$ cat config.mk
export PLATFORM = sky130hd
export DESIGN_NAME = pfor_exception_chain_decoder
export DESIGN_NICKNAME = d
export VERILOG_FILES = /design/src/pfor_pkg.sv /design/src/pfor_ram.sv /design/src/pfor_exc_fifo.sv /design/src/pfor_exception_chain_decoder.sv
export SDC_FILE = /design/constraint.sdc
export NUM_CORES = 1
export LEC_CHECK = 0
export BUFFER_PORTS_ARGS = -buffer_cell sky130_fd_sc_hd__buf_2
export CORE_ASPECT_RATIO = 1.75
export CORE_UTILIZATION = 45
export DETAILED_ROUTE_END_ITERATION = 16
export PLACE_DENSITY = 0.72
export SYNTH_ARGS = -nofsm -noshare
export SYNTH_HDL_FRONTEND = slang
export SYNTH_SLANG_ARGS = --single-unit
$ cat constraint.sdc
create_clock -name i_clk -period 10.6 [get_ports i_clk]
set_input_delay 2.65 -clock i_clk [delete_from_list [all_inputs] [get_ports i_clk]]
set_output_delay 2.65 -clock i_clk [all_outputs]
set_load 0.005 [all_outputs]
$ cat src/pfor_pkg.sv
// ----------------------------------------------------------------------------
// pfor_pkg
// Shared constants, codes and types of the patched frame-of-reference decoder.
// ----------------------------------------------------------------------------
`default_nettype none

package pfor_pkg;

    // Field widths fixed by the interface
    localparam int CMD_W      = 2;
    localparam int GAP_IN_W   = 4;
    localparam int VALUE_W    = 64;
    localparam int WORD_BITS  = 32;
    localparam int VSLOT_W    = 6;
    localparam int CONSUMED_W = 16;
    localparam int LEFT_OUT_W = 4;

    // Code geometry and exception queue size
    localparam int SLOT_BITS      = 4;
    localparam int EXC_DEPTH      = 16;
    localparam int SLOTS_PER_WORD = WORD_BITS / SLOT_BITS;
    localparam int EXC_AW         = $clog2(EXC_DEPTH);
    localparam int LVL_W          = $clog2(EXC_DEPTH + 1);
    localparam int LEFT_W         = $clog2(SLOTS_PER_WORD + 1);

    localparam logic [CONSUMED_W-1:0] CONSUMED_MAX = '1;

    // Item commands
    typedef enum logic [CMD_W-1:0] {
        CMD_START  = 2'd0,
        CMD_PUSH   = 2'd1,
        CMD_DECODE = 2'd2
    } t_cmd;

    // Slot sequencer states
    typedef enum logic {
        ST_IDLE = 1'b0,
        ST_RUN  = 1'b1
    } t_state;

    // One decoded result item
    typedef struct packed {
        logic [VALUE_W-1:0]    value;
        logic                  last;
        logic                  was_exception;
        logic                  queue_empty_error;
        logic                  push_overflow;
        logic [CONSUMED_W-1:0] exceptions_consumed;
        logic [LEFT_OUT_W-1:0] countdown_left;
    } t_result;

    // Exception queue status toward the sequencer
    typedef struct packed {
        logic empty;
        logic overflow;
    } t_fifo_stat;

endpackage

`default_nettype wire

$ cat src/pfor_ram.sv
// ----------------------------------------------------------------------------
// pfor_ram
// Generic simple dual-port RAM: one write port, one read port, registered read.
// ----------------------------------------------------------------------------
`default_nettype none

module pfor_ram #(
    parameter int DATA_W = 64,
    parameter int DEPTH  = 16
) (
    input  wire logic                     i_clk,
    input  wire logic                     i_we,
    input  wire logic [$clog2(DEPTH)-1:0] i_waddr,
    input  wire logic [DATA_W-1:0]        i_wdata,
    input  wire logic [$clog2(DEPTH)-1:0] i_raddr,
    output logic      [DATA_W-1:0]        o_rdata
);

    logic [DATA_W-1:0] r_mem [DEPTH];

    // Write port and registered read (old data on a same-address collision)
    always_ff @(posedge i_clk) begin
        if (i_we) begin
            r_mem[i_waddr] <= i_wdata;
        end
        o_rdata <= r_mem[i_raddr];
    end

endmodule

`default_nettype wire

$ cat src/pfor_exc_fifo.sv
// ----------------------------------------------------------------------------
// pfor_exc_fifo
// Exception value queue: RAM storage, head prefetch with write forwarding,
// level tracking and the sticky overflow flag.
// ----------------------------------------------------------------------------
`default_nettype none

module pfor_exc_fifo
    import pfor_pkg::*;
(
    input  wire logic               i_clk,
    input  wire logic               i_rst_n,
    input  wire logic               i_push,
    input  wire logic [VALUE_W-1:0] i_push_data,
    input  wire logic               i_pop,
    output logic      [VALUE_W-1:0] o_head_data,
    output t_fifo_stat              o_stat
);

    logic [EXC_AW-1:0]  r_head, r_tail, n_head, n_tail;
    logic [LVL_W-1:0]   r_level, n_level;
    logic               r_overflow;
    logic               r_fwd_hit;
    logic [VALUE_W-1:0] r_fwd_data;
    logic [VALUE_W-1:0] ram_rdata;
    logic               push_ok, pop_ok, full, empty;

    assign full    = (r_level == LVL_W'(EXC_DEPTH));
    assign empty   = (r_level == '0);
    assign push_ok = i_push && !full;
    assign pop_ok  = i_pop && !empty;

    // Pointer and level update
    always_comb begin
        n_head  = r_head;
        n_tail  = r_tail;
        n_level = r_level;
        if (pop_ok) begin
            n_head = (r_head == EXC_AW'(EXC_DEPTH - 1)) ? '0 : r_head + 1'b1;
        end
        if (push_ok) begin
            n_tail = (r_tail == EXC_AW'(EXC_DEPTH - 1)) ? '0 : r_tail + 1'b1;
        end
        if (push_ok && !pop_ok) begin
            n_level = r_level + 1'b1;
        end else if (pop_ok && !push_ok) begin
            n_level = r_level - 1'b1;
        end
    end

    always_ff @(posedge i_clk) begin
        if (!i_rst_n) begin
            r_head     <= '0;
            r_tail     <= '0;
            r_level    <= '0;
            r_overflow <= 1'b0;
            r_fwd_hit  <= 1'b0;
        end else begin
            r_head    <= n_head;
            r_tail    <= n_tail;
            r_level   <= n_level;
            if (i_push && full) begin
                r_overflow <= 1'b1;
            end
            // a write landing on the entry being prefetched bypasses the RAM
            r_fwd_hit <= push_ok && (r_tail == n_head);
        end
    end

    always_ff @(posedge i_clk) begin
        r_fwd_data <= i_push_data;
    end

    // Storage; read address is the next head pointer, so the head is always ready
    pfor_ram #(
        .DATA_W (VALUE_W),
        .DEPTH  (EXC_DEPTH)
    ) u_ram (
        .i_clk   (i_clk),
        .i_we    (push_ok),
        .i_waddr (r_tail),
        .i_wdata (i_push_data),
        .i_raddr (n_head),
        .o_rdata (ram_rdata)
    );

    assign o_head_data     = r_fwd_hit ? r_fwd_data : ram_rdata;
    assign o_stat.empty    = empty;
    assign o_stat.overflow = r_overflow;

`ifndef SYNTH
    a_level_bound: assert property (@(posedge i_clk) disable iff (!i_rst_n)
        r_level <= LVL_W'(EXC_DEPTH))
        else $error("exception queue level above depth");

    a_ptr_gap: assert property (@(posedge i_clk) disable iff (!i_rst_n)
        (r_level == '0 || r_level == LVL_W'(EXC_DEPTH)) |-> (r_head == r_tail))
        else $error("queue pointers disagree with level");
`endif

endmodule

`default_nettype wire

$ cat src/pfor_exception_chain_decoder.sv
// ----------------------------------------------------------------------------
// pfor_exception_chain_decoder
// Patched frame-of-reference decoder: expands packed slot codes into values,
// patching in queued exception values along a countdown chain.
// ----------------------------------------------------------------------------
// Start and push items produce no result. A decode item is accepted, and then
// the block works through its used slots (at most eight with 4-bit slots);
// the slot sequencer emits one value per cycle unless the result output is
// stalled, since every slot depends on the countdown left by the slot before
// it. The exception queue lives in a 16-entry RAM whose head entry is
// prefetched, so consecutive exceptions pop without bubbles. Results leave
// through an output register, and the next item is accepted while the last
// result of a word still waits there.
// ----------------------------------------------------------------------------
`default_nettype none

module pfor_exception_chain_decoder
    import pfor_pkg::*;
(
    input  wire logic                  i_clk,
    input  wire logic                  i_rst_n,
    // input item channel
    input  wire logic                  i_valid,
    output logic                       o_ready,
    input  wire logic [CMD_W-1:0]      i_command,
    input  wire logic [GAP_IN_W-1:0]   i_first_gap,
    input  wire logic [VALUE_W-1:0]    i_exception_value,
    input  wire logic [WORD_BITS-1:0]  i_packed_word,
    input  wire logic [VSLOT_W-1:0]    i_valid_slots,
    // result item channel
    output logic                       o_valid,
    input  wire logic                  i_ready,
    output logic [VALUE_W-1:0]         o_value,
    output logic                       o_last,
    output logic                       o_was_exception,
    output logic                       o_queue_empty_error,
    output logic                       o_push_overflow,
    output logic [CONSUMED_W-1:0]      o_exceptions_consumed,
    output logic [LEFT_OUT_W-1:0]      o_countdown_left
);

    t_state                r_state, n_state;
    logic [SLOT_BITS-1:0]  r_cnt, n_cnt;
    logic [CONSUMED_W-1:0] r_consumed, n_consumed;
    logic [WORD_BITS-1:0]  r_word, n_word;
    logic [LEFT_W-1:0]     r_left, n_left;
    logic                  r_out_valid, n_out_valid;
    t_result               r_out, n_out;

    logic                  in_fire, advance, push_en, pop_en;
    logic [SLOT_BITS-1:0]  code;
    logic [LEFT_W-1:0]     clip_count;
    logic [VALUE_W-1:0]    head_data;
    logic [15:0]           left_ext;
    t_fifo_stat            fifo_stat;

    assign o_ready = (r_state == ST_IDLE);
    assign in_fire = i_valid && o_ready;
    assign advance = (r_state == ST_RUN) && (!r_out_valid || i_ready);
    assign code    = r_word[SLOT_BITS-1:0];

    assign clip_count = (i_valid_slots > VSLOT_W'(SLOTS_PER_WORD)) ?
                        LEFT_W'(SLOTS_PER_WORD) : LEFT_W'(i_valid_slots);

    // Command decode, slot sequencing and result formation
    always_comb begin
        n_state     = r_state;
        n_cnt       = r_cnt;
        n_consumed  = r_consumed;
        n_word      = r_word;
        n_left      = r_left;
        n_out       = r_out;
        n_out_valid = r_out_valid && !i_ready;
        push_en     = 1'b0;
        pop_en      = 1'b0;
        left_ext    = '0;

        unique case (r_state)
            ST_IDLE: begin
                if (in_fire) begin
                    unique case (t_cmd'(i_command))
                        CMD_START: begin
                            n_cnt      = SLOT_BITS'(i_first_gap);
                            n_consumed = '0;
                        end
                        CMD_PUSH: begin
                            push_en = 1'b1;
                        end
                        CMD_DECODE: begin
                            n_word = i_packed_word;
                            n_left = clip_count;
                            if (clip_count != '0) begin
                                n_state = ST_RUN;
                            end
                        end
                        default: begin
                            // unused command: ignored
                        end
                    endcase
                end
            end
            ST_RUN: begin
                if (advance) begin
                    n_out.was_exception     = 1'b0;
                    n_out.queue_empty_error = 1'b0;
                    if (r_cnt == '0) begin
                        // exception due: patch from queue, code reloads countdown
                        if (!fifo_stat.empty) begin
                            n_out.value         = head_data;
                            n_out.was_exception = 1'b1;
                            pop_en              = 1'b1;
                            if (r_consumed != CONSUMED_MAX) begin
                                n_consumed = r_consumed + 1'b1;
                            end
                        end else begin
                            n_out.value             = '0;
                            n_out.queue_empty_error = 1'b1;
                        end
                        n_cnt = code;
                    end else begin
                        n_out.value = VALUE_W'(code);
                        n_cnt       = r_cnt - 1'b1;
                    end
                    left_ext                  = 16'(n_cnt);
                    n_out.last                = (r_left == LEFT_W'(1));
                    n_out.push_overflow       = fifo_stat.overflow;
                    n_out.exceptions_consumed = n_consumed;
                    n_out.countdown_left      = left_ext[LEFT_OUT_W-1:0];
                    n_out_valid               = 1'b1;
                    n_word                    = r_word >> SLOT_BITS;
                    n_left                    = r_left - 1'b1;
                    if (r_left == LEFT_W'(1)) begin
                        n_state = ST_IDLE;
                    end
                end
            end
            default: begin
                n_state = ST_IDLE;
            end
        endcase
    end

    // State register
    always_ff @(posedge i_clk) begin
        if (!i_rst_n) begin
            r_state <= ST_IDLE;
        end else begin
            r_state <= n_state;
        end
    end

    // Control registers
    always_ff @(posedge i_clk) begin
        if (!i_rst_n) begin
            r_cnt       <= '0;
            r_consumed  <= '0;
            r_left      <= '0;
            r_out_valid <= 1'b0;
        end else begin
            r_cnt       <= n_cnt;
            r_consumed  <= n_consumed;
            r_left      <= n_left;
            r_out_valid <= n_out_valid;
        end
    end

    // Payload registers
    always_ff @(posedge i_clk) begin
        r_word <= n_word;
        r_out  <= n_out;
    end

    pfor_exc_fifo u_fifo (
        .i_clk       (i_clk),
        .i_rst_n     (i_rst_n),
        .i_push      (push_en),
        .i_push_data (i_exception_value),
        .i_pop       (pop_en),
        .o_head_data (head_data),
        .o_stat      (fifo_stat)
    );

    assign o_valid               = r_out_valid;
    assign o_value               = r_out.value;
    assign o_last                = r_out.last;
    assign o_was_exception       = r_out.was_exception;
    assign o_queue_empty_error   = r_out.queue_empty_error;
    assign o_push_overflow       = r_out.push_overflow;
    assign o_exceptions_consumed = r_out.exceptions_consumed;
    assign o_countdown_left      = r_out.countdown_left;

`ifndef SYNTH
    a_run_has_slots: assert property (@(posedge i_clk) disable iff (!i_rst_n)
        (r_state == ST_RUN) |-> (r_left != '0))
        else $error("sequencer running with no slots left");

    a_no_push_pop: assert property (@(posedge i_clk) disable iff (!i_rst_n)
        !(push_en && pop_en))
        else $error("push and pop in the same cycle");

    a_last_ends_word: assert property (@(posedge i_clk) disable iff (!i_rst_n)
        (advance && r_left == LEFT_W'(1)) |=> (r_state == ST_IDLE && o_valid && o_last))
        else $error("final slot did not close the word");

    a_err_zero: assert property (@(posedge i_clk) disable iff (!i_rst_n)
        (o_valid && o_queue_empty_error) |-> (o_value == '0 && !o_was_exception))
        else $error("empty-queue result carries data");
`endif

endmodule

`default_nettype wire

==> flow_metrics.py, run 1 <==
metrics = {
    "global_route": {
        "antenna_found_initial": 13,
        "track_usage_pct": 21.8,
        "grt_first_pass_wirelength_mm": 178,
        "grt_start_max_net_pins": 66,
        "grt-ovfl-total": 0,
        "first_global_vias": 27972,
    },
    "synth": {
        "netlist_instances": 2947,
        "synth_cell_types": 70,
        "synth-seq-cells": 1313,
        "synth-edff-count": 1144,
        "synth_top_flop_cell": "edfxtp_1",
        "synth-seq-area-share_pct": 76.7,
        "yosysWarnings": 0,
        "syn_area_per_cell_um2": 16.7,
        "async_flop_share_pct": 0,
        "syn-num-nets": 3074,
        "synth.cell_area_um2": 49200,
    },
    "clocking": {
        "cts-root-buf": "clkbuf_16",
        "clock_path_buffers": 3,
        "cts.sinks": 1313,
        "cts_setup_buffers": 0,
        "cts_hold_buf": 0,
        "path_clk_slew_ns": 0.07,
        "cts_made_buffers": 106,
        "cts.repair.resized": 0,
        "clkLatencyLatePin_ns": 0.72,
        "tritoncts": "built",
        "cts_htree_levels": 3,
    },
    "final_layout": {
        "drive_gt1_share_pct": 20.3,
        "syn_to_final_growth_pct": 12.7,
        "multi_input_comb_area_um2": 10800,
        "fill_cells": 8807,
        "nets": 3264,
        "postLayoutCoreUtil_pct": 51.1,
        "regArea_um2": 37700,
        "fin_cells": 4688,
    },
    "sta": {
        "slew_headroom_pct": 21.9,
        "min_period_ns": 7.12,
        "max_clock_freq_mhz": 141,
        "rsz0062_at_grt": "false",
        "clock_skew_ns": 0.0325,
        "whs_ns": 0.422,
        "tns_ns": 0,
        "setup_slack_ns": 3.48,
        "drv_slew": 0,
        "finalHoldViolCount": 0,
        "worstMarginPinSlew_ns": 1.17,
        "finalCritPeriodShare_pct": 67.1,
        "setup_viol": 0,
    },
    "critical_path": {
        "reg2reg_to": "u_fifo.u_ram.o_rdata[9]$_DFF_P_",
        "cp.required_ns": 11.20,
        "cp-startpoint": "i_ready",
        "critPathCapture": "u_fifo.u_ram.o_rdata[9]$_DFF_P_",
        "end_kind": "flip-flop",
        "critPathArrivalTime_ns": 7.72,
        "reg2reg_from": "r_cnt[0]$_SDFFE_PN0P_",
        "path_class": "in -> reg",
        "reg2reg_slack_ns": 4.72,
        "start_kind": "input pin",
        "reg2reg_depth": 12,
        "crit_fanout": 65,
    },
    "detailed_routing": {
        "first_pass_iters": 5,
        "post_drt_wl_per_cell_um": 26.1,
        "wirelength_mm": 123,
        "drt.antenna.violating_nets": 0,
        "drtIter0Drc": 3036,
        "drc": 0,
        "viasPerCell": 5.94,
        "num_vias": 27859,
    },
    "status": {
        "status": "completed",
    },
    "floorplan": {
        "core_um2": 109000,
        "rows": 160,
        "boundaryPins": 202,
        "start_util_pct": 45.3,
        "die_w_um": 252,
        "die_h_um": 439,
        "dieArea_um2": 111000,
    },
    "pwr": {
        "p_per_area_nw_per_um2": 182,
        "p_seq_share_pct": 56.8,
        "pwr-share-comb_pct": 3.8,
        "vdd_ir_drop_max_v": 0.000147,
        "p_clk_share_pct": 39.4,
        "intPower_mw": 7.99,
        "netSwitchingPower_mw": 2.10,
        "sw_frac_of_total_pct": 20.8,
        "leakagePower_nw": 17.8,
    },
    "place": {
        "port_buffers": 201,
        "pre_cts_ws_ns": 2.70,
        "dp_cells": 4487,
        "dpl.hpwl_mm": 63.2,
        "place.gp.congestion": 0.826,
    },
    "job": {
        "cap_violations": 0,
    },
    "worst_hold_path": {
        "holdPathStages": 0,
        "hold_class": "reg -> reg",
    },
}
final cells by class:
class                           instances  area share [%]
Timing Repair Buffer                  256            2.56
Clock buffer                          145            5.42
Inverter                               22           0.154
Antenna cell                            3          0.0135
Clock inverter                         53           0.923
Sequential cell                      1313            68.1
Multi-Input combinational cell       1438            19.5
Tap cell                             1458            3.29
kinds of logic (layout without fill, tap and decap cells):
| family | Yosys count | count (layout) | synth area share [%] |
|---|---|---|---|
| DFF | 1313 | 1313 | 76.7 |
| and+or+nand+nor | 608 | 608 | 6.43 |
| AOI/OAI and AO/OA | 489 | 489 | 7.68 |
| muxes | 300 | 300 | 6.58 |
| buffers and inverters | 196 | 476 | 1.72 |
| xor gates and xnor gates | 26 | 26 | 0.463 |
| adders and majority gates | 15 | 15 | 0.397 |
| other | 0 | 3 | 0 |
Yosys cell counts, drive strengths merged (52+ instances only):
cell type	count	area (um^2)
buf	52	307
nand3b	55	413
nand3	116	591
nor4	57	369
mux2i	113	1130
nand2b	59	369
clkbuf	122	458
edfxtp	1144	34400
a221o	106	1060
dfxtp	169	3380
mux2	187	2110
o21ai	93	473
nand2	80	303
nor2	170	641
o221ai	53	464
o22ai	54	338
a41oi	55	482
metal layers:
metal	track usage, %	vias to the layer above	share of wire [%]	wire length (um)
met5	0	-	0.083	102
met4	8.42	16	3.8	4610
met3	3.88	291	8.0	9830
met2	38.8	1318	51	62700
met1	26.2	14117	37	45200
li1	-	12117	-	-
worst min-delay path by stage:
stage / start / end
6_report: u_fifo.r_overflow$_SDFFE_PN0P_ / o_push_overflow$_DFFE_PP_
5_1_grt: u_fifo.r_overflow$_SDFFE_PN0P_ / o_push_overflow$_DFFE_PP_
4_1_cts: u_fifo.r_overflow$_SDFFE_PN0P_ / o_push_overflow$_DFFE_PP_
3_5_place_dp: u_fifo.r_overflow$_SDFFE_PN0P_ / o_push_overflow$_DFFE_PP_
3_3_place_gp: u_fifo.r_overflow$_SDFFE_PN0P_ / o_push_overflow$_DFFE_PP_
2_1_floorplan: u_fifo.r_overflow$_SDFFE_PN0P_ / o_push_overflow$_DFFE_PP_
worst max-delay path, cell delays in order:
cell and delay (ns):
buf_2 0.09, nand2b_1 0.19, nand2_1 0.48, inv_4 0.77
nand3_2 0.89, nand2_4 0.90, buf_4 0.89, mux2_2 0.31
o221ai_1 0.11, nor4_1 0.36
power by group through the flow:
stage	clock [mW]	combinational [mW]	sequential, mW
after floorplan	0	0.219	5.84
after global placement	0	0.380	5.85
after detailed placement	0	0.391	5.85
after CTS	4.03	0.392	5.73
after global routing	4.20	0.426	5.74
final	3.98	0.386	5.73
through the flow:
step                      power [mW]  area [um^2]
after global placement          6.23        51900
final                           10.1        55400
after CTS                       10.2        55400
after global routing            10.4        55400
after floorplan                 6.06        49200
after detailed placement        6.24        51900
layout by cell type (no fill, tap or decap), types with 31 or more instances in the layout:
cell type	count
a21oi_1	31
a221o_1	106
a41oi_1	55
buf_2	201
buf_4	55
clkbuf_16	109
dfxtp_1	167
edfxtp_1	1144
mux2_2	186
mux2i_1	113
nand2_1	77
nand2b_1	59
nand3_1	113
nand3b_1	55
nor2_1	156
nor4_1	55
o21ai_0	91
o221ai_1	53
o22ai_1	54
state kept, by name (all words and copies together) (netlist names), 5 cells and up:
name,count
u_fifo.r_level,5
u_fifo.u_ram.o_rdata,64
o_value,64
r_word,32
r_consumed,16
o_exceptions_consumed,16
u_fifo.u_ram.r_mem,1024
u_fifo.r_fwd_data,64
Note: power is estimated with default switching activity, not from simulation.
==> inputs of run 2 (changes only) <==
==> constraint.sdc (replaced) <==
create_clock -name i_clk -period 6.9 [get_ports i_clk]
set_input_delay 1.725 -clock i_clk [delete_from_list [all_inputs] [get_ports i_clk]]
set_output_delay 1.725 -clock i_clk [all_outputs]
set_load 0.005 [all_outputs]
==> run 2 against run 1 <==
  * Register-to-register slack lost 2.6 ns
  * Critical endpoint is now u_fifo.u_ram.o_rdata[41]$_DFF_P_
  * Wire length grew 0.74%
  * Sequential cell count is the same
  * Sequential power grew 54%
==> flow_metrics.py, run 2 (same netlist as run 1, synthesis figures left out) <==
metrics = {
    "status": {
        "status": "completed",
    },
    "detailed_routing": {
        "viasPerCell": 5.95,
        "drc": 0,
        "drt.antenna.violating_nets": 0,
        "num_vias": 28044,
        "wirelength_mm": 123,
        "first_pass_iters": 8,
        "post_drt_wl_per_cell_um": 26.2,
        "drtIter0Drc": 2782,
    },
    "global_route": {
        "track_usage_pct": 22.1,
        "grt_first_pass_wirelength_mm": 179,
        "grt-ovfl-total": 0,
        "antenna_found_initial": 15,
        "first_global_vias": 28061,
        "grt_start_max_net_pins": 129,
    },
    "clocking": {
        "cts_hold_buf": 0,
        "clock_path_buffers": 3,
        "clkLatencyLatePin_ns": 0.73,
        "cts_htree_levels": 3,
        "cts.repair.resized": 0,
        "cts.sinks": 1313,
        "cts_setup_buffers": 0,
        "path_clk_slew_ns": 0.07,
        "cts-root-buf": "clkbuf_16",
        "tritoncts": "built",
        "cts_made_buffers": 107,
    },
    "critical_path": {
        "slowest_delay_ns": 0.72,
        "critPathCapture": "u_fifo.u_ram.o_rdata[41]$_DFF_P_",
        "end_kind": "flip-flop",
        "reg2reg_to": "u_fifo.u_ram.o_rdata[41]$_DFF_P_",
        "path_class": "in -> reg",
        "reg2reg_from": "r_state$_SDFF_PN0_",
        "reg2reg_slack_ns": 2.11,
        "critPathArrivalTime_ns": 5.47,
        "start_kind": "input pin",
        "crit_family": "buffers and inverters",
        "crit_fanout": 46,
        "crit_path_cell_trace": "buf_2 > nand2b_1 > nand2_1 > inv_4 > a21boi_1 > nor2_4 > buf_4 > buf_4 > a41oi_1 > nor4_1",
        "cp.depth": 10,
        "path_buf_inv": 4,
        "crit_top_cell": "buf_4",
        "cp-startpoint": "i_ready",
        "reg2reg_depth": 8,
        "cp_slowest_cell": "buf_4",
        "cp.required_ns": 7.51,
    },
    "sta": {
        "finalCritPeriodShare_pct": 70.4,
        "max_clock_freq_mhz": 206,
        "drv_slew": 0,
        "clock_skew_ns": 0.0275,
        "worstMarginPinSlew_ns": 1.12,
        "tns_ns": 0,
        "rsz0062_at_grt": "false",
        "min_period_ns": 4.86,
        "finalHoldViolCount": 0,
        "slew_headroom_pct": 25.3,
        "setup_viol": 0,
    },
    "final_layout": {
        "largest_reg_flops": 1024,
        "nets": 3283,
        "largest_register": "u_fifo.u_ram.r_mem",
        "postLayoutCoreUtil_pct": 51.6,
        "fin_cells": 4711,
        "drive_gt1_share_pct": 20.8,
        "mostFrequentLayoutCell": "edfxtp_1",
        "syn_to_final_growth_pct": 13.8,
        "layout_common_cells": "edfxtp_1, buf_2, mux2_2",
        "final_area_um2": 56000,
    },
    "worst_hold_path": {
        "hp-start": "u_fifo.r_overflow$_SDFFE_PN0P_",
        "hold_class": "reg -> reg",
        "holdPathStages": 0,
    },
    "place": {
        "port_buffers": 201,
        "place_area_um2": 52300,
        "dpl.hpwl_mm": 66.1,
        "dp_cells": 4505,
        "place.gp.congestion": 0.802,
    },
    "floorplan": {
        "dieArea_um2": 111000,
        "core_um2": 109000,
        "boundaryPins": 202,
        "rows": 160,
        "start_util_pct": 45.3,
        "die_w_um": 252,
        "die_h_um": 439,
    },
    "pwr": {
        "p_per_area_nw_per_um2": 282,
        "vdd_ir_drop_max_v": 0.000203,
        "leakagePower_nw": 18.0,
    },
    "job": {
        "cap_violations": 0,
    },
}
-- run 2: cell types whose count changed in the layout (fill, tap and decap cells not counted), sizes merged --
cell	before	now
buf	256	274
bufinv	7	14
clkbuf	145	143
clkinvlp	5	6
inv	28	27
-- run 2: layout make-up --
| type | count | area [um^2] |
|---|---|---|
| fillers | 8670 | 52500 |
| clock buffers | 143 | 2980 |
| multi-input cells | 1438 | 10900 |
| flip-flops and latches | 1313 | 37700 |
| repair buffers | 274 | 1780 |
| inverters | 22 | 85.1 |
| well taps | 1458 | 1820 |
| clock inverters | 60 | 724 |
| diodes | 3 | 7.51 |
-- run 2: how the worst min path moves through the flow --
stage and to:
6_report o_push_overflow$_DFFE_PP_, 5_1_grt o_push_overflow$_DFFE_PP_, 4_1_cts o_push_overflow$_DFFE_PP_, 3_5_place_dp o_push_overflow$_DFFE_PP_, 3_3_place_gp o_push_overflow$_DFFE_PP_, 2_1_floorplan o_push_overflow$_DFFE_PP_
-- run 2: metal layers --
| layer | wire [um] | up-vias | global-route usage [%] |
|---|---|---|---|
| met5 | 129 | - | 0 |
| met4 | 4770 | 22 | 9.25 |
| met3 | 9580 | 318 | 3.76 |
| met2 | 63400 | 1356 | 39.2 |
| met1 | 45600 | 14179 | 26.4 |
| li1 | - | 12169 | - |
-- run 2: where the power goes --
group	internal (mW)	switching, mW
logic	0.194	0.400
clock network	3.58	2.80
registers	8.76	0.0566
total	12.5	3.26
-- run 2: per-stage QoR --
stage	hold slack [ns]	worst slack (ns)	total power [mW]
4_1_cts	0.436	2.06	15.9
2_1_floorplan	0.409	0.264	9.30
6_report	0.436	2.04	15.8
3_5_place_dp	0.421	1.31	9.59
3_3_place_gp	0.418	1.47	9.57
5_1_grt	0.452	1.77	16.2
